### src/rtl/srp_pkg.sv
// Shared types, codes and constants of the slant-stack point engine.
package srp_pkg;

  localparam int TRACE_W  = 6;
  localparam int SAMPLE_W = 10;
  localparam int SLOPE_W  = 8;
  localparam int VALUE_W  = 16;
  localparam int COORD_W  = 24;
  localparam int STEP_W   = 32;
  localparam int CFG_AW   = 3;
  localparam int CFG_DW   = 32;
  localparam int MAX_TRACES  = 64;
  localparam int MAX_SAMPLES = 1024;
  localparam int FRAC_BITS   = 28;
  localparam int SUM_W       = 23;
  localparam int QUO_W       = 22;
  localparam int DIV_CNT_W   = 5;
  localparam int PROD_W      = 64;
  localparam int SMAG_W      = 40;
  localparam int HALF_W      = 20;

  localparam logic [1:0] FUNC_SAMPLE = 2'd0;
  localparam logic [1:0] FUNC_COORD  = 2'd1;
  localparam logic [1:0] FUNC_QUERY  = 2'd2;

  localparam logic [CFG_AW-1:0] REG_TRACE_COUNT  = 3'd0;
  localparam logic [CFG_AW-1:0] REG_SAMPLE_COUNT = 3'd1;
  localparam logic [CFG_AW-1:0] REG_CENTER       = 3'd2;
  localparam logic [CFG_AW-1:0] REG_SLOPE_MIN    = 3'd3;
  localparam logic [CFG_AW-1:0] REG_SLOPE_STEP   = 3'd4;

  typedef struct packed {
    logic [1:0]                 func;
    logic [TRACE_W-1:0]         trace_index;
    logic [SAMPLE_W-1:0]        sample_index;
    logic [SLOPE_W-1:0]         slope_index;
    logic signed [VALUE_W-1:0]  sample_value;
    logic signed [COORD_W-1:0]  coord_value;
  } in_item_t;

  typedef struct packed {
    logic signed [VALUE_W-1:0]  stacked_value;
    logic [SLOPE_W-1:0]         slope_index_echo;
    logic [SAMPLE_W-1:0]        tau_index_echo;
  } out_item_t;

  typedef enum logic [3:0] {
    ST_IDLE, ST_SLOPE, ST_ABS, ST_RDC, ST_DIS, ST_MLO, ST_MHI,
    ST_POS, ST_RDS, ST_ACC, ST_DIVI, ST_DIV, ST_DONE
  } state_t;

  typedef enum logic [3:0] {
    CMD_NONE, CMD_SLOPE, CMD_ABS, CMD_DIS, CMD_MLO, CMD_MHI,
    CMD_POS, CMD_ACC, CMD_DIVI, CMD_DIV, CMD_OUT
  } cmd_t;

  typedef struct packed {
    logic ntr_zero;
    logic trace_last;
    logic div_last;
    logic out_free;
  } status_t;

endpackage

### src/rtl/srp_ctrl.sv
// Controller state machine sequencing loads, the per-trace stack loop and the divide.
module srp_ctrl import srp_pkg::*; (
  input  logic    clk,
  input  logic    rst_n,
  input  logic    in_valid,
  input  logic [1:0] in_func,
  input  status_t stat,
  output logic    in_ready,
  output cmd_t    cmd
);

  state_t state_r, state_nxt;

  always_ff @(posedge clk) begin
    if (!rst_n) begin
      state_r <= ST_IDLE;
    end else begin
      state_r <= state_nxt;
    end
  end

  always_comb begin
    state_nxt = state_r;
    cmd       = CMD_NONE;
    in_ready  = 1'b0;
    case (state_r)
      ST_IDLE: begin
        in_ready = 1'b1;
        if (in_valid && in_func == FUNC_QUERY) state_nxt = ST_SLOPE;
      end
      ST_SLOPE: begin
        cmd = CMD_SLOPE;
        state_nxt = ST_ABS;
      end
      ST_ABS: begin
        cmd = CMD_ABS;
        state_nxt = stat.ntr_zero ? ST_DIVI : ST_RDC;
      end
      ST_RDC: state_nxt = ST_DIS;
      ST_DIS: begin
        cmd = CMD_DIS;
        state_nxt = ST_MLO;
      end
      ST_MLO: begin
        cmd = CMD_MLO;
        state_nxt = ST_MHI;
      end
      ST_MHI: begin
        cmd = CMD_MHI;
        state_nxt = ST_POS;
      end
      ST_POS: begin
        cmd = CMD_POS;
        state_nxt = ST_RDS;
      end
      ST_RDS: state_nxt = ST_ACC;
      ST_ACC: begin
        cmd = CMD_ACC;
        state_nxt = stat.trace_last ? ST_DIVI : ST_RDC;
      end
      ST_DIVI: begin
        cmd = CMD_DIVI;
        state_nxt = ST_DIV;
      end
      ST_DIV: begin
        cmd = CMD_DIV;
        if (stat.div_last) state_nxt = ST_DONE;
      end
      ST_DONE: begin
        if (stat.out_free) begin
          cmd = CMD_OUT;
          state_nxt = ST_IDLE;
        end
      end
      default: state_nxt = ST_IDLE;
    endcase
  end

endmodule

### config.mk
export PLATFORM = sky130hd
export DESIGN_NAME = srp_ctrl
export DESIGN_NICKNAME = d
export VERILOG_FILES = /design/src/rtl/srp_pkg.sv /design/src/rtl/srp_ctrl.sv
export SDC_FILE = /design/constraint.sdc
export NUM_CORES = 1
export LEC_CHECK = 0
export BUFFER_PORTS_ARGS = -buffer_cell sky130_fd_sc_hd__buf_4
export CAP_MARGIN = 15
export CORE_AREA = 2 2 39 41
export DETAILED_ROUTE_END_ITERATION = 8
export DIE_AREA = 0 0 41 43
export HOLD_SLACK_MARGIN = 0.06
export PLACE_DENSITY = 0.63
export SLEW_MARGIN = 20
export SYNTH_ARGS = -nofsm -noshare
export SYNTH_HDL_FRONTEND = slang
export SYNTH_SLANG_ARGS = --single-unit
### constraint.sdc
create_clock -name clk -period 1.4 [get_ports clk]
set_clock_uncertainty 0.1 [all_clocks]
set_input_delay 0.14 -clock clk [delete_from_list [all_inputs] [get_ports clk]]
set_output_delay 0.14 -clock clk [all_outputs]
set_load 0.005 [all_outputs]
After elaboration in Yosys (flattened, before gate mapping)
Index checks and enable logic that the tools add are counted.
W data, S select, Z words.

storage, ports and cells
  input port bits = 9
  bits in registers = 4
  output and inout bits = 5
  word-level logic and storage cells = 29

operators by class
  reductions and logical operators = 3
  muxes and demuxes = 9
  equality and inequality tests = 16

operators by type and width
  kind                  count
  $pmux W4 S13          1
  $pmux W4 S10          1
  $mux W4               6
  $eq A4 B4 Y1 const B  5
  $eq A4 B3 Y1 const B  4
  $eq A4 B2 Y1 const B  2
  $ne A2 B2 Y1 const B  3
  $eq A4 B1 Y1 const B  1
  $logic_not A4 Y1      1
  $reduce_and A3 Y1     1
  $eq A2 B2 Y1 const B  1
  $logic_and A1 B1 Y1   1
  $mux W1               1

Logic depth before layout (Yosys ltp)
  word-level depth = 4
  mapped depth = 5
  gate-level depth less buffers = 4

Worst setup path after synthesis
OpenSTA, ideal clock, no wires.

  path kind = register to output
  from = reg state_r[0]
  to = out cmd[1]
  path slack = 171 ps
  stages on the path, launching flop included = 5
  buffers on the path = 0
  data arrival time = 989 ps
  required time = 1160 ps
  cell sequence = dfxtp_1 > and2b_4 > nor3_2 > a21oi_1 > o22ai_1

between the ends
  word-level cells in the longest chain between the ends = 2
  elaborated cells on any way between the ends = 11
  classes of those cells = eq/ne: 10; mux: 1

RTL lines
  item                                        RTL line        RTL
  from (decl)                                 srp_ctrl.sv:12  state_t state_r, state_nxt;
  from (signal assigned)                      srp_ctrl.sv:18  state_r <= state_nxt;
  $eq A4 B4 Y1, or another cell as far along  srp_ctrl.sv:26  case (state_r)
  $pmux W4 S10 *                              srp_ctrl.sv:26
  to (decl)                                   srp_ctrl.sv:9   output cmd_t cmd

Every way passes the cells marked *; elsewhere a longest branch is shown, timed or not.

Final worst setup path
Same ends and word-level chain as after synthesis.

==> impl_metrics.prom <==
# TYPE chip_impl_metric gauge
chip_impl_info{name="status",value="finished, violations left"} 1
chip_impl_info{name="failed_checks",value="setup timing"} 1
chip_impl_info{name="min-delay-path-class",value="in -> reg"} 1
chip_impl_metric{name="portBuffers",unit=""} 13
chip_impl_info{name="synth_ff_type",value="sky130_fd_sc_hd__dfxtp_1"} 1
chip_impl_metric{name="power_leakage",unit="nW"} 0.2663
chip_impl_metric{name="async_flop_share",unit=""} 0
chip_impl_metric{name="placement.cell_area",unit="um^2"} 546.8
chip_impl_metric{name="final_min_period_over_clock_period",unit=""} 1.038
chip_impl_metric{name="synth.net_count",unit=""} 65
chip_impl_info{name="ctsRootBufferMaster",value="sky130_fd_sc_hd__clkbuf_4"} 1
chip_impl_metric{name="worst_slew_pin_slew",unit="ps"} 295.9
chip_impl_metric{name="worstRegToRegCells",unit=""} 6
chip_impl_metric{name="die_y",unit="um"} 43
chip_impl_metric{name="achievable-frequency",unit="GHz"} 0.6884
chip_impl_metric{name="dr_total_vias",unit=""} 514
chip_impl_metric{name="worst_slew_margin_rel",unit=""} 0.8011
chip_impl_metric{name="critPathArrivalTime",unit="ps"} 1210
chip_impl_metric{name="cp_num_buf_inv",unit=""} 2
chip_impl_metric{name="mappedNetlistArea",unit="um^2"} 419.2
chip_impl_metric{name="worst_setup_hold_path_clk_slew",unit="ps"} 40
chip_impl_info{name="worstSetupEndpointType",value="output port"} 1
chip_impl_metric{name="place_hpwl",unit="um"} 829
chip_impl_metric{name="worstSkewPairLatency",unit="ps"} 230
chip_impl_info{name="critPathLaunchType",value="flop"} 1
chip_impl_metric{name="cts_max_level",unit=""} 1
chip_impl_metric{name="worst_slack",unit="ps"} -52.60
chip_impl_metric{name="critical_path.max_fanout",unit=""} 5
chip_impl_metric{name="dr_pass1_iterations",unit=""} 4
chip_impl_metric{name="grt_first_pass_wirelength",unit="um"} 2090
chip_impl_metric{name="via_count_of_the_first_global_routing_pass",unit=""} 473
chip_impl_metric{name="die_w",unit="um"} 41
chip_impl_info{name="critical-path-top-delay-family",value="flip-flops"} 1
chip_impl_metric{name="syn-mean-instance-area",unit="um^2"} 7.485
chip_impl_metric{name="drtAntennaViolNets",unit=""} 0
chip_impl_metric{name="synth-seq-cells",unit=""} 4
chip_impl_metric{name="grt_antenna_before_repair",unit=""} 0
chip_impl_metric{name="core_area",unit="um^2"} 1384
chip_impl_metric{name="timing.final.hold_violations",unit=""} 0
chip_impl_metric{name="route.detailed.vias_per_inst",unit=""} 5.354
chip_impl_info{name="hold_end",value="state_r[1]$_SDFFE_PN0P_"} 1
chip_impl_metric{name="layout_min_cycle_time",unit="ps"} 1453
chip_impl_metric{name="groute.usage.overall",unit=""} 0.1722
chip_impl_info{name="rr_startpoint",value="state_r[2]$_SDFFE_PN0P_"} 1
chip_impl_info{name="cts_tree",value="done"} 1
chip_impl_metric{name="layout.core_utilization",unit=""} 0.4837
chip_impl_metric{name="fp-row-count",unit=""} 14
chip_impl_metric{name="count_of_clock_tree_sinks",unit=""} 4
chip_impl_info{name="hp-start",value="stat[1]"} 1
chip_impl_metric{name="syn2layout_area_growth",unit="%"} 59.70
chip_impl_metric{name="cellPowerDensity",unit="nW/um^2"} 942.7
chip_impl_metric{name="setup-tns-final",unit="ps"} -104.9
chip_impl_info{name="rsz0062_at_grt",value="true"} 1
chip_impl_metric{name="drt_iter0_drc",unit=""} 20
chip_impl_metric{name="required",unit="ps"} 1160
chip_impl_metric{name="post-place-ws",unit="ps"} 54.62
chip_impl_metric{name="fillCellCount",unit=""} 138
chip_impl_metric{name="nNetsFinal",unit=""} 91
chip_impl_metric{name="numCtsBuffers",unit=""} 3
chip_impl_metric{name="max-cap-violations",unit=""} 0
chip_impl_metric{name="syn_inst",unit=""} 56
chip_impl_metric{name="top_level_ports",unit=""} 14
chip_impl_metric{name="layout.cell_area.non_filler",unit="um^2"} 669.4
chip_impl_metric{name="drt-total-wl",unit="um"} 1281
chip_impl_metric{name="reg2reg_slack",unit="ps"} 90
chip_impl_metric{name="drc",unit=""} 0
chip_impl_metric{name="initial_utilization",unit=""} 0.3029
chip_impl_metric{name="gp_congestion",unit=""} 0.7658
chip_impl_metric{name="synth-warning-count",unit=""} 0
chip_impl_metric{name="insertedDiodeCount",unit=""} 0
chip_impl_metric{name="layout-drive-gt1-share",unit=""} 0.5750
chip_impl_metric{name="maximum_cell_stage_delay_along_the_critical_path",unit="ps"} 320
chip_impl_info{name="largest_registers",value="state_r (4)"} 1
chip_impl_metric{name="largest_register_ff_count",unit=""} 4
chip_impl_metric{name="largest_net_degree_at_the_start_of_global_routing",unit=""} 11
chip_impl_info{name="worst_path_max_delay_cell",value="sky130_fd_sc_hd__dfxtp_2"} 1
chip_impl_info{name="crit_type",value="reg -> out"} 1
chip_impl_metric{name="overflow",unit=""} 0
chip_impl_metric{name="drv_slew",unit=""} 0
chip_impl_metric{name="ctsLongestPathBuffers",unit=""} 2
chip_impl_metric{name="ys_seq_area_frac",unit=""} 0.1910
chip_impl_metric{name="die_outline_area",unit="um^2"} 1763
chip_impl_metric{name="number_of_enable_flip_flop_cells_after_synthesis",unit=""} 0
chip_impl_metric{name="yosys.cell_types.count",unit=""} 27
chip_impl_metric{name="min_path_cells",unit=""} 3
chip_impl_metric{name="report.power.total",unit="mW"} 0.6310
chip_impl_info{name="reg2reg_to",value="state_r[0]$_SDFFE_PN0P_"} 1
chip_impl_metric{name="timing.final.setup_violations",unit=""} 4
chip_impl_info{name="worstPathCellList",value="buf_6 -> and2b_1 -> nor3_2 -> a21oi_1 -> o22ai_1 -> buf_4"} 1
chip_impl_metric{name="wl_per_cell",unit="um"} 13.34
chip_impl_metric{name="ir_drop",unit="uV"} 314.2
chip_impl_info{name="regMostFlops",value="state_r"} 1
==> area by class of cell <==
| type | count | area, um^2 | area share |
|---|---|---|---|
| Multi-Input combinational cell | 46 | 327.8 | 0.4897 |
| Timing Repair Buffer | 25 | 201.4 | 0.3009 |
| Sequential cell | 4 | 90.09 | 0.1346 |
| Clock buffer | 3 | 22.52 | 0.03364 |
| Tap cell | 16 | 20.02 | 0.02991 |
| Inverter | 2 | 7.507 | 0.01121 |
==> worst min-delay path: stages <==
cell and delay (ps):
sky130_fd_sc_hd__buf_4 90, sky130_fd_sc_hd__nand2b_1 110, sky130_fd_sc_hd__a31oi_1 80
==> cell usage after synthesis (2+ instances only) <==
cell type	n	area share
sky130_fd_sc_hd__nor2_1	5	0.045
sky130_fd_sc_hd__dfxtp_1	4	0.19
sky130_fd_sc_hd__a31oi_1	4	0.060
sky130_fd_sc_hd__nor2b_1	3	0.045
sky130_fd_sc_hd__o21ai_1	2	0.024
sky130_fd_sc_hd__nand2_1	5	0.045
sky130_fd_sc_hd__a21o_1	2	0.036
sky130_fd_sc_hd__inv_2	2	0.018
sky130_fd_sc_hd__buf_6	2	0.054
sky130_fd_sc_hd__o21ai_0	4	0.048
sky130_fd_sc_hd__o21ai_2	2	0.042
sky130_fd_sc_hd__nand2b_1	3	0.045
sky130_fd_sc_hd__nand3_1	2	0.024
sky130_fd_sc_hd__a21oi_1	3	0.036
==> per-stage QoR <==
step / instances / hold slack [ps]
after floorplan: 56 / 156.2
after global placement: 87 / 284.1
after detailed placement: 87 / 290.0
after CTS: 96 / 122.0
after global routing: 96 / 135.6
final: 96 / 126.8
==> routing by layer <==
metal | track usage | wire, um | vias up | share of wire
li1 | - | - | 252 | -
met1 | 0.2261 | 529 | 250 | 0.41
met2 | 0.2781 | 711 | 12 | 0.56
met3 | 0 | 40 | 0 | 0.031
met4 | 0.08000 | 0 | 0 | 0
met5 | 0 | 0 | - | 0
==> report_power, final <==
part,switching [mW],total (mW),internal [mW]
Sequential,0.0207,0.151,0.131
Clock,0.0459,0.142,0.0958
Combinational,0.161,0.338,0.176
==> layout by cell type, fill, tap and decap left out, types with 2 or more instances in the layout <==
cell type / netlist / final
sky130_fd_sc_hd__clkbuf_4: 0 / 3
sky130_fd_sc_hd__nand3_1: 2 / 2
sky130_fd_sc_hd__dfxtp_4: 0 / 2
sky130_fd_sc_hd__dfxtp_2: 0 / 2
sky130_fd_sc_hd__a31oi_1: 4 / 4
sky130_fd_sc_hd__o21ai_0: 4 / 2
sky130_fd_sc_hd__inv_2: 2 / 2
sky130_fd_sc_hd__a21o_1: 2 / 2
sky130_fd_sc_hd__o21ai_1: 2 / 3
sky130_fd_sc_hd__nor2_1: 5 / 3
sky130_fd_sc_hd__o21ai_2: 2 / 3
sky130_fd_sc_hd__nor2b_1: 3 / 3
sky130_fd_sc_hd__a21oi_1: 3 / 3
sky130_fd_sc_hd__buf_4: 1 / 21
sky130_fd_sc_hd__buf_6: 2 / 3
sky130_fd_sc_hd__nand2b_1: 3 / 2
sky130_fd_sc_hd__nand2_1: 5 / 4
==> cells by family after synthesis <==
| family | count (synthesis) | share of synthesized area |
|---|---|---|
| and+or+nand+nor | 25 | 0.3791 |
| AOI/OAI and AO/OA | 21 | 0.3284 |
| buffers and inverters | 6 | 0.1015 |
| DFF | 4 | 0.1911 |
==> worst max path at each step <==
stage                     endpoint  depth (start not counted)                     from  slack, ps
after detailed placement    cmd[3]                          5  state_r[2]$_SDFFE_PN0P_         50
after CTS                   cmd[1]                          6  state_r[0]$_SDFFE_PN0P_        -60
after global placement      cmd[1]                          5  state_r[2]$_SDFFE_PN0P_         90
after floorplan             cmd[1]                          4  state_r[0]$_SDFFE_PN0P_        170
final                       cmd[1]                          6  state_r[0]$_SDFFE_PN0P_        -50
after global routing        cmd[1]                          6  state_r[0]$_SDFFE_PN0P_       -110
==> what timing repair did <==
item                                    CTS  global route
hold buffers                              1             0
hold endpoints to repair                  2             0
endpoints found under the setup margin    5             6
gates resized for setup                  14             4
buffers inserted                          6             0
pin swaps                                 3             2
No activity file was read; power rests on OpenSTA's default activity.
